$ cat src/hdl/mcs_pkg.sv
`default_nettype none

package mcs_pkg;

    // Channel layout
    localparam int NUM_CH     = 7;
    localparam int NUM_RAMP   = 3;
    localparam int FIRST_RAMP = 4;
    localparam int NUM_DIR    = 5;

    // Field widths
    localparam int CMD_W = 16;
    localparam int MAG_W = 12;
    localparam int VAL_W = 13;
    localparam int DIR_W = 2;
    localparam int IDX_W = 2;

    // Register indexes on the configuration port
    localparam logic [IDX_W-1:0] REG_CLAMP_LIMIT = 2'd0;
    localparam logic [IDX_W-1:0] REG_DEADBAND    = 2'd1;
    localparam logic [IDX_W-1:0] REG_SLEW_STEP   = 2'd2;

    // Reset values of the registers
    localparam logic [MAG_W-1:0] CLAMP_LIMIT_RST = 12'd1919;
    localparam logic [MAG_W-1:0] DEADBAND_RST    = 12'd150;
    localparam logic [MAG_W-1:0] SLEW_STEP_RST   = 12'd16;

    // Direction codes
    typedef enum logic [DIR_W-1:0] {
        DIR_STOP    = 2'd0,
        DIR_FORWARD = 2'd1,
        DIR_REVERSE = 2'd2
    } dir_t;

    typedef logic signed [VAL_W-1:0] val_t;

    // Settings shared by the lanes and the ramps
    typedef struct packed {
        logic [MAG_W-1:0] clamp_limit;
        logic [MAG_W-1:0] deadband;
        logic [MAG_W-1:0] slew_step;
    } cfg_t;

    // One finished result
    typedef struct packed {
        logic [NUM_CH-1:0][MAG_W-1:0]  pwm;
        logic [NUM_DIR-1:0][DIR_W-1:0] dir;
    } result_t;

endpackage

`default_nettype wire

$ cat src/hdl/mcs_lane.sv
`default_nettype none

module mcs_lane
    import mcs_pkg::*;
(
    input  wire logic signed [CMD_W-1:0] cmd,
    input  wire cfg_t                    cfg,
    output val_t                         target
);

    logic signed [CMD_W:0] cmd_ext;
    logic signed [CMD_W:0] lim_pos;
    logic signed [CMD_W:0] lim_neg;
    logic signed [CMD_W:0] clamped;
    logic signed [CMD_W:0] mag;
    logic signed [CMD_W:0] dead_ext;

    // Clamp to plus or minus the limit
    always_comb
    begin
        cmd_ext  = {cmd[CMD_W-1], cmd};
        lim_pos  = signed'({{(CMD_W+1-MAG_W){1'b0}}, cfg.clamp_limit});
        lim_neg  = -lim_pos;
        dead_ext = signed'({{(CMD_W+1-MAG_W){1'b0}}, cfg.deadband});
        if (cmd_ext > lim_pos)
        begin
            clamped = lim_pos;
        end
        else if (cmd_ext < lim_neg)
        begin
            clamped = lim_neg;
        end
        else
        begin
            clamped = cmd_ext;
        end
    end

    // Drop commands inside the deadband
    always_comb
    begin
        mag = (clamped < 0) ? -clamped : clamped;
        if (mag < dead_ext)
        begin
            target = '0;
        end
        else
        begin
            target = clamped[VAL_W-1:0];
        end
    end

endmodule

`default_nettype wire

$ cat src/hdl/mcs_ramp.sv
`default_nettype none

module mcs_ramp
    import mcs_pkg::*;
(
    input  wire logic             clk,
    input  wire logic             rst_n,
    input  wire logic             advance,
    input  wire val_t             target,
    input  wire logic [MAG_W-1:0] slew_step,
    output val_t                  value_next
);

    val_t                  value_reg;
    logic signed [VAL_W:0] cur_ext;
    logic signed [VAL_W:0] tgt_ext;
    logic signed [VAL_W:0] step_ext;
    logic signed [VAL_W:0] down;
    logic signed [VAL_W:0] up;

    // Step toward the target without passing it
    always_comb
    begin
        cur_ext  = {value_reg[VAL_W-1], value_reg};
        tgt_ext  = {target[VAL_W-1], target};
        step_ext = signed'({{(VAL_W+1-MAG_W){1'b0}}, slew_step});
        down     = cur_ext - step_ext;
        up       = cur_ext + step_ext;
        if (cur_ext > tgt_ext)
        begin
            value_next = (down < tgt_ext) ? target : down[VAL_W-1:0];
        end
        else if (cur_ext < tgt_ext)
        begin
            value_next = (up > tgt_ext) ? target : up[VAL_W-1:0];
        end
        else
        begin
            value_next = value_reg;
        end
    end

    // Advance the ramp on each accepted request
    always_ff @(posedge clk or negedge rst_n)
    begin
        if (!rst_n)
        begin
            value_reg <= '0;
        end
        else if (advance)
        begin
            value_reg <= value_next;
        end
    end

endmodule

`default_nettype wire

$ cat src/hdl/mcs_merge.sv
`default_nettype none

module mcs_merge
    import mcs_pkg::*;
(
    input  wire logic              clk,
    input  wire logic              rst_n,
    input  wire logic              accept,
    input  wire val_t [NUM_CH-1:0] vals,
    input  wire logic              out_stall,
    output logic                   busy,
    output logic                   out_valid,
    output result_t                result
);

    result_t new_res;
    result_t main_reg;
    result_t main_next;
    result_t skid_reg;
    result_t skid_next;
    logic    main_valid_reg;
    logic    main_valid_next;
    logic    skid_valid_reg;
    logic    skid_valid_next;
    logic    take;

    // Form magnitudes and direction codes from the lane values
    always_comb
    begin
        new_res = '0;
        for (int i = 0; i < NUM_CH; i++)
        begin
            new_res.pwm[i] = (vals[i] < 0) ? MAG_W'(-vals[i]) : vals[i][MAG_W-1:0];
        end
        for (int i = 0; i < NUM_DIR; i++)
        begin
            if (vals[i] > 0)
            begin
                new_res.dir[i] = DIR_FORWARD;
            end
            else if (vals[i] < 0)
            begin
                new_res.dir[i] = DIR_REVERSE;
            end
            else
            begin
                new_res.dir[i] = DIR_STOP;
            end
        end
    end

    // Output register plus skid slot
    always_comb
    begin
        take            = main_valid_reg && !out_stall;
        main_next       = main_reg;
        skid_next       = skid_reg;
        main_valid_next = main_valid_reg;
        skid_valid_next = skid_valid_reg;
        if (take)
        begin
            if (skid_valid_reg)
            begin
                main_next       = skid_reg;
                skid_valid_next = 1'b0;
            end
            else
            begin
                main_valid_next = accept;
                if (accept)
                begin
                    main_next = new_res;
                end
            end
        end
        else if (accept)
        begin
            if (main_valid_reg)
            begin
                skid_next       = new_res;
                skid_valid_next = 1'b1;
            end
            else
            begin
                main_next       = new_res;
                main_valid_next = 1'b1;
            end
        end
    end

    always_ff @(posedge clk or negedge rst_n)
    begin
        if (!rst_n)
        begin
            main_valid_reg <= 1'b0;
            skid_valid_reg <= 1'b0;
        end
        else
        begin
            main_valid_reg <= main_valid_next;
            skid_valid_reg <= skid_valid_next;
        end
    end

    always_ff @(posedge clk)
    begin
        main_reg <= main_next;
        skid_reg <= skid_next;
    end

    assign busy      = skid_valid_reg;
    assign out_valid = main_valid_reg;
    assign result    = main_reg;

endmodule

`default_nettype wire

$ cat src/hdl/motor_command_shaper_core.sv
`default_nettype none

// Channel  Handshake             Payload
// -------  --------------------  --------------------------------------
// in       in_valid / in_stall   cmd_ch0 .. cmd_ch6 (16-bit signed)
// out      out_valid / out_stall pwm_ch0 .. pwm_ch6, dir_ch0 .. dir_ch4
// cfg      cfg_valid / cfg_ready cfg_index (2 bits), cfg_data (12 bits)
//
// One request per cycle sustained while in_stall is low; each result is registered before it appears.
// Seven lanes clamp and deadband in parallel; three ramp registers update on accept.
// A two-entry output register/skid slot keeps input and output sides apart;
// in_stall rises only when both entries hold results.
// Reset clears the ramps to zero and loads the default limit, deadband and step.

module motor_command_shaper_core
    import mcs_pkg::*;
(
    input  wire logic                    clk,
    input  wire logic                    rst_n,
    input  wire logic                    in_valid,
    output logic                         in_stall,
    input  wire logic signed [CMD_W-1:0] cmd_ch0,
    input  wire logic signed [CMD_W-1:0] cmd_ch1,
    input  wire logic signed [CMD_W-1:0] cmd_ch2,
    input  wire logic signed [CMD_W-1:0] cmd_ch3,
    input  wire logic signed [CMD_W-1:0] cmd_ch4,
    input  wire logic signed [CMD_W-1:0] cmd_ch5,
    input  wire logic signed [CMD_W-1:0] cmd_ch6,
    output logic                         out_valid,
    input  wire logic                    out_stall,
    output logic [MAG_W-1:0]             pwm_ch0,
    output logic [MAG_W-1:0]             pwm_ch1,
    output logic [MAG_W-1:0]             pwm_ch2,
    output logic [MAG_W-1:0]             pwm_ch3,
    output logic [MAG_W-1:0]             pwm_ch4,
    output logic [MAG_W-1:0]             pwm_ch5,
    output logic [MAG_W-1:0]             pwm_ch6,
    output logic [DIR_W-1:0]             dir_ch0,
    output logic [DIR_W-1:0]             dir_ch1,
    output logic [DIR_W-1:0]             dir_ch2,
    output logic [DIR_W-1:0]             dir_ch3,
    output logic [DIR_W-1:0]             dir_ch4,
    input  wire logic                    cfg_valid,
    output logic                         cfg_ready,
    input  wire logic [IDX_W-1:0]        cfg_index,
    input  wire logic [MAG_W-1:0]        cfg_data
);

    cfg_t                           cfg_reg;
    cfg_t                           cfg_next;
    logic signed [NUM_CH-1:0][CMD_W-1:0] cmds;
    val_t [NUM_CH-1:0]              targets;
    val_t [NUM_CH-1:0]              vals;
    logic                           accept;
    logic                           busy;
    result_t                        result;

    // Register writes; unknown indexes are ignored
    always_comb
    begin
        cfg_next = cfg_reg;
        if (cfg_valid)
        begin
            unique case (cfg_index)
                REG_CLAMP_LIMIT: cfg_next.clamp_limit = cfg_data;
                REG_DEADBAND:    cfg_next.deadband    = cfg_data;
                REG_SLEW_STEP:   cfg_next.slew_step   = cfg_data;
                default:         cfg_next             = cfg_reg;
            endcase
        end
    end

    always_ff @(posedge clk or negedge rst_n)
    begin
        if (!rst_n)
        begin
            cfg_reg.clamp_limit <= CLAMP_LIMIT_RST;
            cfg_reg.deadband    <= DEADBAND_RST;
            cfg_reg.slew_step   <= SLEW_STEP_RST;
        end
        else
        begin
            cfg_reg <= cfg_next;
        end
    end

    assign cfg_ready = 1'b1;
    assign in_stall  = busy;
    assign accept    = in_valid && !busy;

    assign cmds[0] = cmd_ch0;
    assign cmds[1] = cmd_ch1;
    assign cmds[2] = cmd_ch2;
    assign cmds[3] = cmd_ch3;
    assign cmds[4] = cmd_ch4;
    assign cmds[5] = cmd_ch5;
    assign cmds[6] = cmd_ch6;

    // Condition every channel side by side
    for (genvar g = 0; g < NUM_CH; g++)
    begin : g_lane
        mcs_lane u_lane (
            .cmd    (cmds[g]),
            .cfg    (cfg_reg),
            .target (targets[g])
        );
    end

    // Pass the drive channels straight through
    for (genvar g = 0; g < FIRST_RAMP; g++)
    begin : g_direct
        assign vals[g] = targets[g];
    end

    // Ramp the last three channels
    for (genvar g = FIRST_RAMP; g < NUM_CH; g++)
    begin : g_ramp
        mcs_ramp u_ramp (
            .clk        (clk),
            .rst_n      (rst_n),
            .advance    (accept),
            .target     (targets[g]),
            .slew_step  (cfg_reg.slew_step),
            .value_next (vals[g])
        );
    end

    mcs_merge u_merge (
        .clk       (clk),
        .rst_n     (rst_n),
        .accept    (accept),
        .vals      (vals),
        .out_stall (out_stall),
        .busy      (busy),
        .out_valid (out_valid),
        .result    (result)
    );

    assign pwm_ch0 = result.pwm[0];
    assign pwm_ch1 = result.pwm[1];
    assign pwm_ch2 = result.pwm[2];
    assign pwm_ch3 = result.pwm[3];
    assign pwm_ch4 = result.pwm[4];
    assign pwm_ch5 = result.pwm[5];
    assign pwm_ch6 = result.pwm[6];
    assign dir_ch0 = result.dir[0];
    assign dir_ch1 = result.dir[1];
    assign dir_ch2 = result.dir[2];
    assign dir_ch3 = result.dir[3];
    assign dir_ch4 = result.dir[4];

endmodule

`default_nettype wire

$ cat config.mk
export PLATFORM = sky130hd
export DESIGN_NAME = motor_command_shaper_core
export DESIGN_NICKNAME = d
export VERILOG_FILES = /design/src/hdl/mcs_pkg.sv /design/src/hdl/mcs_lane.sv /design/src/hdl/mcs_ramp.sv /design/src/hdl/mcs_merge.sv /design/src/hdl/motor_command_shaper_core.sv
export SDC_FILE = /design/constraint.sdc
export NUM_CORES = 1
export LEC_CHECK = 0
export BUFFER_PORTS_ARGS = -buffer_cell sky130_fd_sc_hd__buf_2
export CAP_MARGIN = 20
export CORE_AREA = 2 2 254 319
export DETAILED_ROUTE_END_ITERATION = 12
export DIE_AREA = 0 0 256 321
export HOLD_SLACK_MARGIN = 0.03
export PLACE_DENSITY = 0.6
export SLEW_MARGIN = 20
export SYNTH_ARGS = -nofsm -noshare
export SYNTH_HDL_FRONTEND = slang
export SYNTH_SLANG_ARGS = --single-unit
$ cat constraint.sdc
create_clock -name clk -period 14.4 [get_ports clk]
set_clock_uncertainty 0.2 [all_clocks]
set_input_delay 1.44 -clock clk [delete_from_list [all_inputs] [get_ports clk]]
set_output_delay 1.44 -clock clk [all_outputs]
set_load 0.005 [all_outputs]
==> impl_metrics.py, run 1 <==
metrics = {
    "run_status": {
        "status": "complete, no violations",
    },
    "power_and_ir_drop": {
        "clkPwrFrac_pct": 8.9,
        "p_switching_mw": 4.61,
        "p_leak_nw": 15.3,
        "power.share.combinational_pct": 72.9,
        "netSwitchingFraction_pct": 50.4,
        "vdd_drop_max_uv": 269,
        "powerDensity_mw_per_mm2": 254,
        "seqPwrFrac_pct": 18.3,
        "p_int_mw": 4.54,
    },
    "grt": {
        "grt.total_usage_pct": 31.8,
        "overflow": 0,
        "grt_max_degree": 76,
        "grt_pass1_vias": 30398,
        "grt_pass1_wl_mm": 197,
        "antenna_found_initial": 7,
    },
    "floorplan": {
        "die-width_um": 256,
        "pin_count": 228,
        "rows": 116,
        "core_mm2": 0.0794,
        "dieHeight_um": 321,
        "die_area_mm2": 0.0822,
        "start_util_pct": 40.5,
    },
    "cells_and_area": {
        "drive_above_1_share_pct": 15.2,
        "seq_area_mm2": 0.00759,
        "mostFrequentLayoutCells": "ha_1 (465), nor2_1 (333), nand2_1 (315), a21oi_1 (250), o21ai_0 (227)",
        "mostFrequentLayoutCell": "ha_1",
        "multi_input_area_mm2": 0.0234,
        "syn_to_final_growth_pct": 12.1,
        "finalNetCount": 4616,
        "num-fill-cells": 7975,
    },
    "placement": {
        "place.gp.congestion": 1.02,
        "port_buffers": 226,
        "hpwlAfterDp_mm": 105,
    },
    "detailed_routing": {
        "drc_errors": 0,
        "finalWirelength_mm": 135,
        "vias_per_cell": 6.22,
        "vias": 31762,
        "avgRoutedWirePerCell_um": 26.4,
        "drtIter0Drc": 2907,
        "antenna_left": 0,
        "first_pass_iters": 5,
    },
    "sta": {
        "clock.fmax_ghz": 0.0735,
        "finalSetupViolCount": 0,
        "worst_pin_slew_ps": 1150,
        "max-slew-margin-rel_pct": 22.5,
        "whs_ps": 307,
        "finalCritPeriodShare_pct": 94.4,
        "drv_slew": 0,
        "rsz0062_at_grt": "no",
        "hold_viol": 0,
        "period_needed_ps": 13600,
        "setup_tns_ps": 0,
    },
    "setup_path": {
        "worstReg2RegEnd": "u_merge.result[80]",
        "cp.required_ps": 14570,
        "critPathLaunchType": "flip-flop",
        "critical_path.endpoint": "u_merge.result[80]",
        "reg2reg_depth": 46,
        "cp-startpoint": "cfg_reg[24]",
        "worstPathMaxFanout": 17,
        "r2r_start": "cfg_reg[24]",
        "arrival_ps": 13770,
        "worst-r2r-setup-slack_ps": 800,
        "crit_path_top_delay_cell": "or4b_2",
        "max_stage_delay_ps": 690,
        "end_kind": "flip-flop",
        "crit_type": "reg -> reg",
    },
    "clocking": {
        "root_buffer": "clkbuf_16",
        "insertion_delay_ps": 640,
        "holdBufCountCts": 0,
        "cts_tree": "yes",
        "clock_path_buffers": 3,
        "cts.sinks": 265,
        "htreeDepth": 1,
        "clkSlewWorstSetupHoldPaths_ps": 60,
        "cts_buffers": 29,
    },
    "yosys": {
        "synthesis.area_mm2": 0.0322,
        "synth-simple-area-share_pct": 18.1,
        "synth_cell_type_count": 126,
        "synth_warnings": 0,
        "netlist_instances": 3779,
        "synthArstFlopShare_pct": 29.1,
        "syn_area_per_cell_um2": 8.52,
        "synth_fp_nets": 4382,
        "ys_seq_elements": 265,
        "ys.flop_type": "edfxtp_1",
        "ys_seq_area_share_pct": 23.6,
        "synth_edf_count": 188,
        "netlist.area_leader.share_pct": 18.1,
        "synth.top_cells.by_area": "ha_1 (18%), edfxtp_1 (18%), dfrtp_1 (4.8%), nor2_1 (3.9%), a21oi_1 (3.9%)",
        "synthXorXnorAreaFrac_pct": 5.64,
        "synth-compound-area-share_pct": 25.6,
        "synthAdderAreaFrac_pct": 18.5,
        "synthMuxAreaShare_pct": 4.42,
        "yosysTopAreaCell": "ha_1",
        "synth_top_family_by_area": "compound AO/OA/AOI/OAI gates",
    },
    "worst_hold_path": {
        "min_path_type": "reg -> reg",
    },
    "run": {
        "drv_cap": 0,
    },
}
metal layers:
layer  vias up  global-route usage, %  wire (um)
li1      14775                      -          -
met1     15074                   38.1      53300
met2      1414                   51.8      60200
met3       493                   5.50       9890
met4         6                   22.6      11400
met5         -                      0         38
power groups by stage:
stage          combinational, mW  sequential (mW)  clock [mW]
6_report                    6.67             1.67       0.811
5_1_grt                     7.31             1.70       0.854
4_1_cts                     6.58             1.67       0.829
3_5_place_dp                6.51             1.68           0
3_3_place_gp                6.50             1.69           0
2_1_floorplan               4.60             1.63           0
repair_timing:
item | in CTS | in global routing
setup endpoints to repair | 0 | 56
buffers inserted | 0 | 2
gates resized for setup | 0 | 5
endpoints found under the hold margin | 0 | 0
Yosys cell counts (73+ instances only):
library cell,n
a21oi_1,250
clkbuf_1,109
edfxtp_1,188
ha_1,466
inv_1,181
mux2_2,79
nand2_1,316
nand3_1,73
nor2_1,334
o21a_1,94
o21ai_0,227
xnor2_1,133
worst min path at each step:
stage | startpoint | endpoint | slack (ps) | cells after the start
floorplan | g_ramp[4].u_ramp.value_reg[0] | g_ramp[4].u_ramp.value_reg[0] | 280 | 2
global placement | cfg_reg[21] | cfg_reg[21] | 290 | 1
detailed placement | cfg_reg[23] | cfg_reg[23] | 290 | 1
CTS | u_merge.skid_reg[35] | u_merge.result[35] | 310 | 2
global route | cfg_reg[20] | cfg_reg[20] | 320 | 1
finish | cfg_reg[21] | cfg_reg[21] | 310 | 1
worst max-delay path: cells and delay by family (launching register included):
family / cells / cell delay [ps]
AOI/OAI and AO/OA: 23 / 5530
and+or+nand+nor: 11 / 3380
adders and majority gates: 5 / 1770
buffers and inverters: 3 / 1180
muxes: 2 / 550
DFF: 1 / 370
xor gates and xnor gates: 2 / 330
kinds of logic after synthesis:
group,Yosys count
other,1
adder cells (fa/ha/maj),472
multiplexers,131
flip-flops,265
AND/OR/NAND/NOR,1180
buffers and inverters,332
XOR/XNOR,204
AO/OA/AOI/OAI,1194
layout make-up:
type | count | area share, %
multi-input cells | 3182 | 64.7
flip-flops and latches | 265 | 21.0
repair buffers | 349 | 5.70
well taps | 1062 | 3.68
clock buffers | 41 | 2.34
inverters | 186 | 1.95
clock inverters | 13 | 0.503
diodes | 5 | 0.0347
through the flow:
stage	setup WS [ps]	instances	total power, mW	util [%]	instance area, um^2
detailed placement	666	5042	8.19	44.1	35000
global placement	741	5042	8.18	44.1	35000
floorplan	2410	3779	6.23	-	32200
finish	802	5103	9.15	45.4	36100
global route	81.1	5098	9.86	45.4	36100
CTS	602	5096	9.08	45.4	36000
Power figures use the tool's default switching activity.
==> run 2: changes to the inputs <==
- clock period: 14.4 -> 17.5 ns (I/O delays scaled with it)
==> run 2 against run 1 <==
  * First-iteration DRC count rose by 0.79%
  * Hold slack got worse by 1.8 ps
  * Power fell by 19%
  * Global-route usage fell by 1.0 points
  * Utilization fell by 0.58 points
  * Sequential power fell by 17%
  * Critical path depth rose by 4
  * Sequential share of layout area rose by 0.27 points
  * Final cell count fell by 0.92%
  * Flip-flop and latch count did not move
  * Critical endpoint is now u_merge.result[88]
==> impl_metrics.py, run 2 (same netlist as run 1, synthesis figures left out) <==
metrics = {
    "clocking": {
        "cts.sinks": 265,
        "htreeDepth": 1,
        "root_buffer": "clkbuf_16",
        "clock_path_buffers": 3,
        "cts_resized": 0,
        "insertion_delay_ps": 620,
        "cts_setup_buffers": 0,
        "clkSlewWorstSetupHoldPaths_ps": 80,
        "cts_buffers": 28,
        "cts_tree": "yes",
        "holdBufCountCts": 0,
    },
    "grt": {
        "overflow": 0,
        "grt_max_degree": 77,
        "grt.total_usage_pct": 30.8,
        "grt_pass1_wl_mm": 192,
        "grt_pass1_vias": 29735,
        "antenna_found_initial": 8,
    },
    "cells_and_area": {
        "mostFrequentLayoutCells": "ha_1 (466), nor2_1 (333), nand2_1 (315), a21oi_1 (249), o21ai_0 (227)",
        "mostFrequentLayoutCell": "ha_1",
        "fin_area_mm2": 0.0356,
        "drive_above_1_share_pct": 14.2,
        "finalNetCount": 4571,
        "syn_to_final_growth_pct": 10.6,
    },
    "setup_path": {
        "arrival_ps": 15740,
        "cp.required_ps": 17660,
        "end_kind": "flip-flop",
        "max_stage_delay_ps": 770,
        "path_delay_family": "compound AO/OA/AOI/OAI gates",
        "r2r_start": "cfg_reg[24]",
        "cp.depth": 50,
        "critical_path_buf_inv_count": 4,
        "worst-r2r-setup-slack_ps": 1920,
        "crit_type": "reg -> reg",
        "crit_path_top_delay_cell": "inv_2",
        "cp-startpoint": "cfg_reg[24]",
        "worstPathMaxFanout": 25,
        "reg2reg_depth": 50,
        "worstReg2RegEnd": "u_merge.result[88]",
        "critPathLaunchType": "flip-flop",
    },
    "power_and_ir_drop": {
        "power.share.combinational_pct": 73.0,
        "p_int_mw": 3.61,
        "vdd_drop_max_uv": 157,
        "netSwitchingFraction_pct": 51.2,
        "power_mw": 7.40,
        "p_switching_mw": 3.79,
        "clkPwrFrac_pct": 8.3,
        "seqPwrFrac_pct": 18.7,
        "powerDensity_mw_per_mm2": 208,
        "p_leak_nw": 15.0,
    },
    "sta": {
        "period_needed_ps": 15580,
        "finalCritPeriodShare_pct": 89.0,
        "whs_ps": 305,
        "drv_slew": 0,
        "finalSetupViolCount": 0,
        "clock.fmax_ghz": 0.0642,
        "max-slew-margin-rel_pct": 27.0,
        "rsz0062_at_grt": "no",
        "hold_viol": 0,
        "worst_pin_slew_ps": 1080,
        "setup_tns_ps": 0,
    },
    "detailed_routing": {
        "first_pass_iters": 6,
        "antenna_left": 0,
        "avgRoutedWirePerCell_um": 25.7,
        "drtIter0Drc": 2930,
        "finalWirelength_mm": 130,
        "vias": 31504,
        "vias_per_cell": 6.23,
        "drc_errors": 0,
    },
    "floorplan": {
        "die-width_um": 256,
        "rows": 116,
        "core_mm2": 0.0794,
        "pin_count": 228,
        "die_area_mm2": 0.0822,
        "start_util_pct": 40.5,
        "dieHeight_um": 321,
    },
    "placement": {
        "place.gp.congestion": 1.05,
        "hpwlAfterDp_mm": 100,
        "dpl-instance-area_mm2": 0.0347,
        "port_buffers": 226,
    },
    "worst_hold_path": {
        "min_from": "cfg_reg[21]",
        "min_path_type": "reg -> reg",
        "whs_endpoint": "cfg_reg[21]",
        "hold_depth": 1,
    },
    "run": {
        "drv_cap": 0,
    },
    "run_status": {
        "status": "complete, no violations",
    },
}
==> run 2: cell count changes in the layout (fill, tap and decap cells not counted), sizes merged <==
| cell | change |
|---|---|
| clkinvlp | -1 |
| clkbuf | -1 |
| clkinv | +3 |
| bufinv | -3 |
| diode | -1 |
| buf | -44 |
==> run 2: per-stage QoR <==
step,setup WS (ps),util [%],instances
finish,1920,44.8,5056
global route,1260,44.8,5053
CTS,2490,44.8,5052
detailed placement,2570,43.7,5000
global placement,3020,43.7,4999
floorplan,5510,-,3779
==> run 2: how the worst max path moves through the flow <==
stage	to
after floorplan	u_merge.result[69]
after global placement	u_merge.result[88]
after detailed placement	u_merge.result[88]
after CTS	u_merge.result[88]
after global routing	u_merge.result[88]
final	u_merge.result[88]
==> run 2: power groups by stage <==
| stage | registers, mW | clock network [mW] | logic (mW) |
|---|---|---|---|
| after floorplan | 1.34 | 0 | 3.79 |
| after global placement | 1.39 | 0 | 5.24 |
| after detailed placement | 1.39 | 0 | 5.28 |
| after CTS | 1.38 | 0.633 | 5.33 |
| after global routing | 1.40 | 0.647 | 5.95 |
| final | 1.38 | 0.615 | 5.40 |
==> run 2: area by class of cell <==
| class | instances | area (um^2) |
|---|---|---|
| diodes | 4 | 10.0 |
| clock buffers | 40 | 803 |
| clock inverters | 12 | 109 |
| fillers | 8049 | 43800 |
| inverters | 186 | 698 |
| multi-input cells | 3182 | 23300 |
| flip-flops and latches | 265 | 7590 |
| well taps | 1062 | 1330 |
| repair buffers | 305 | 1730 |
==> run 2: routing by layer <==
layer,routed length [um],global-route usage (%)
met5,12,0
met4,11100,21.9
met3,9130,4.52
met2,58200,50.0
met1,51600,37.5
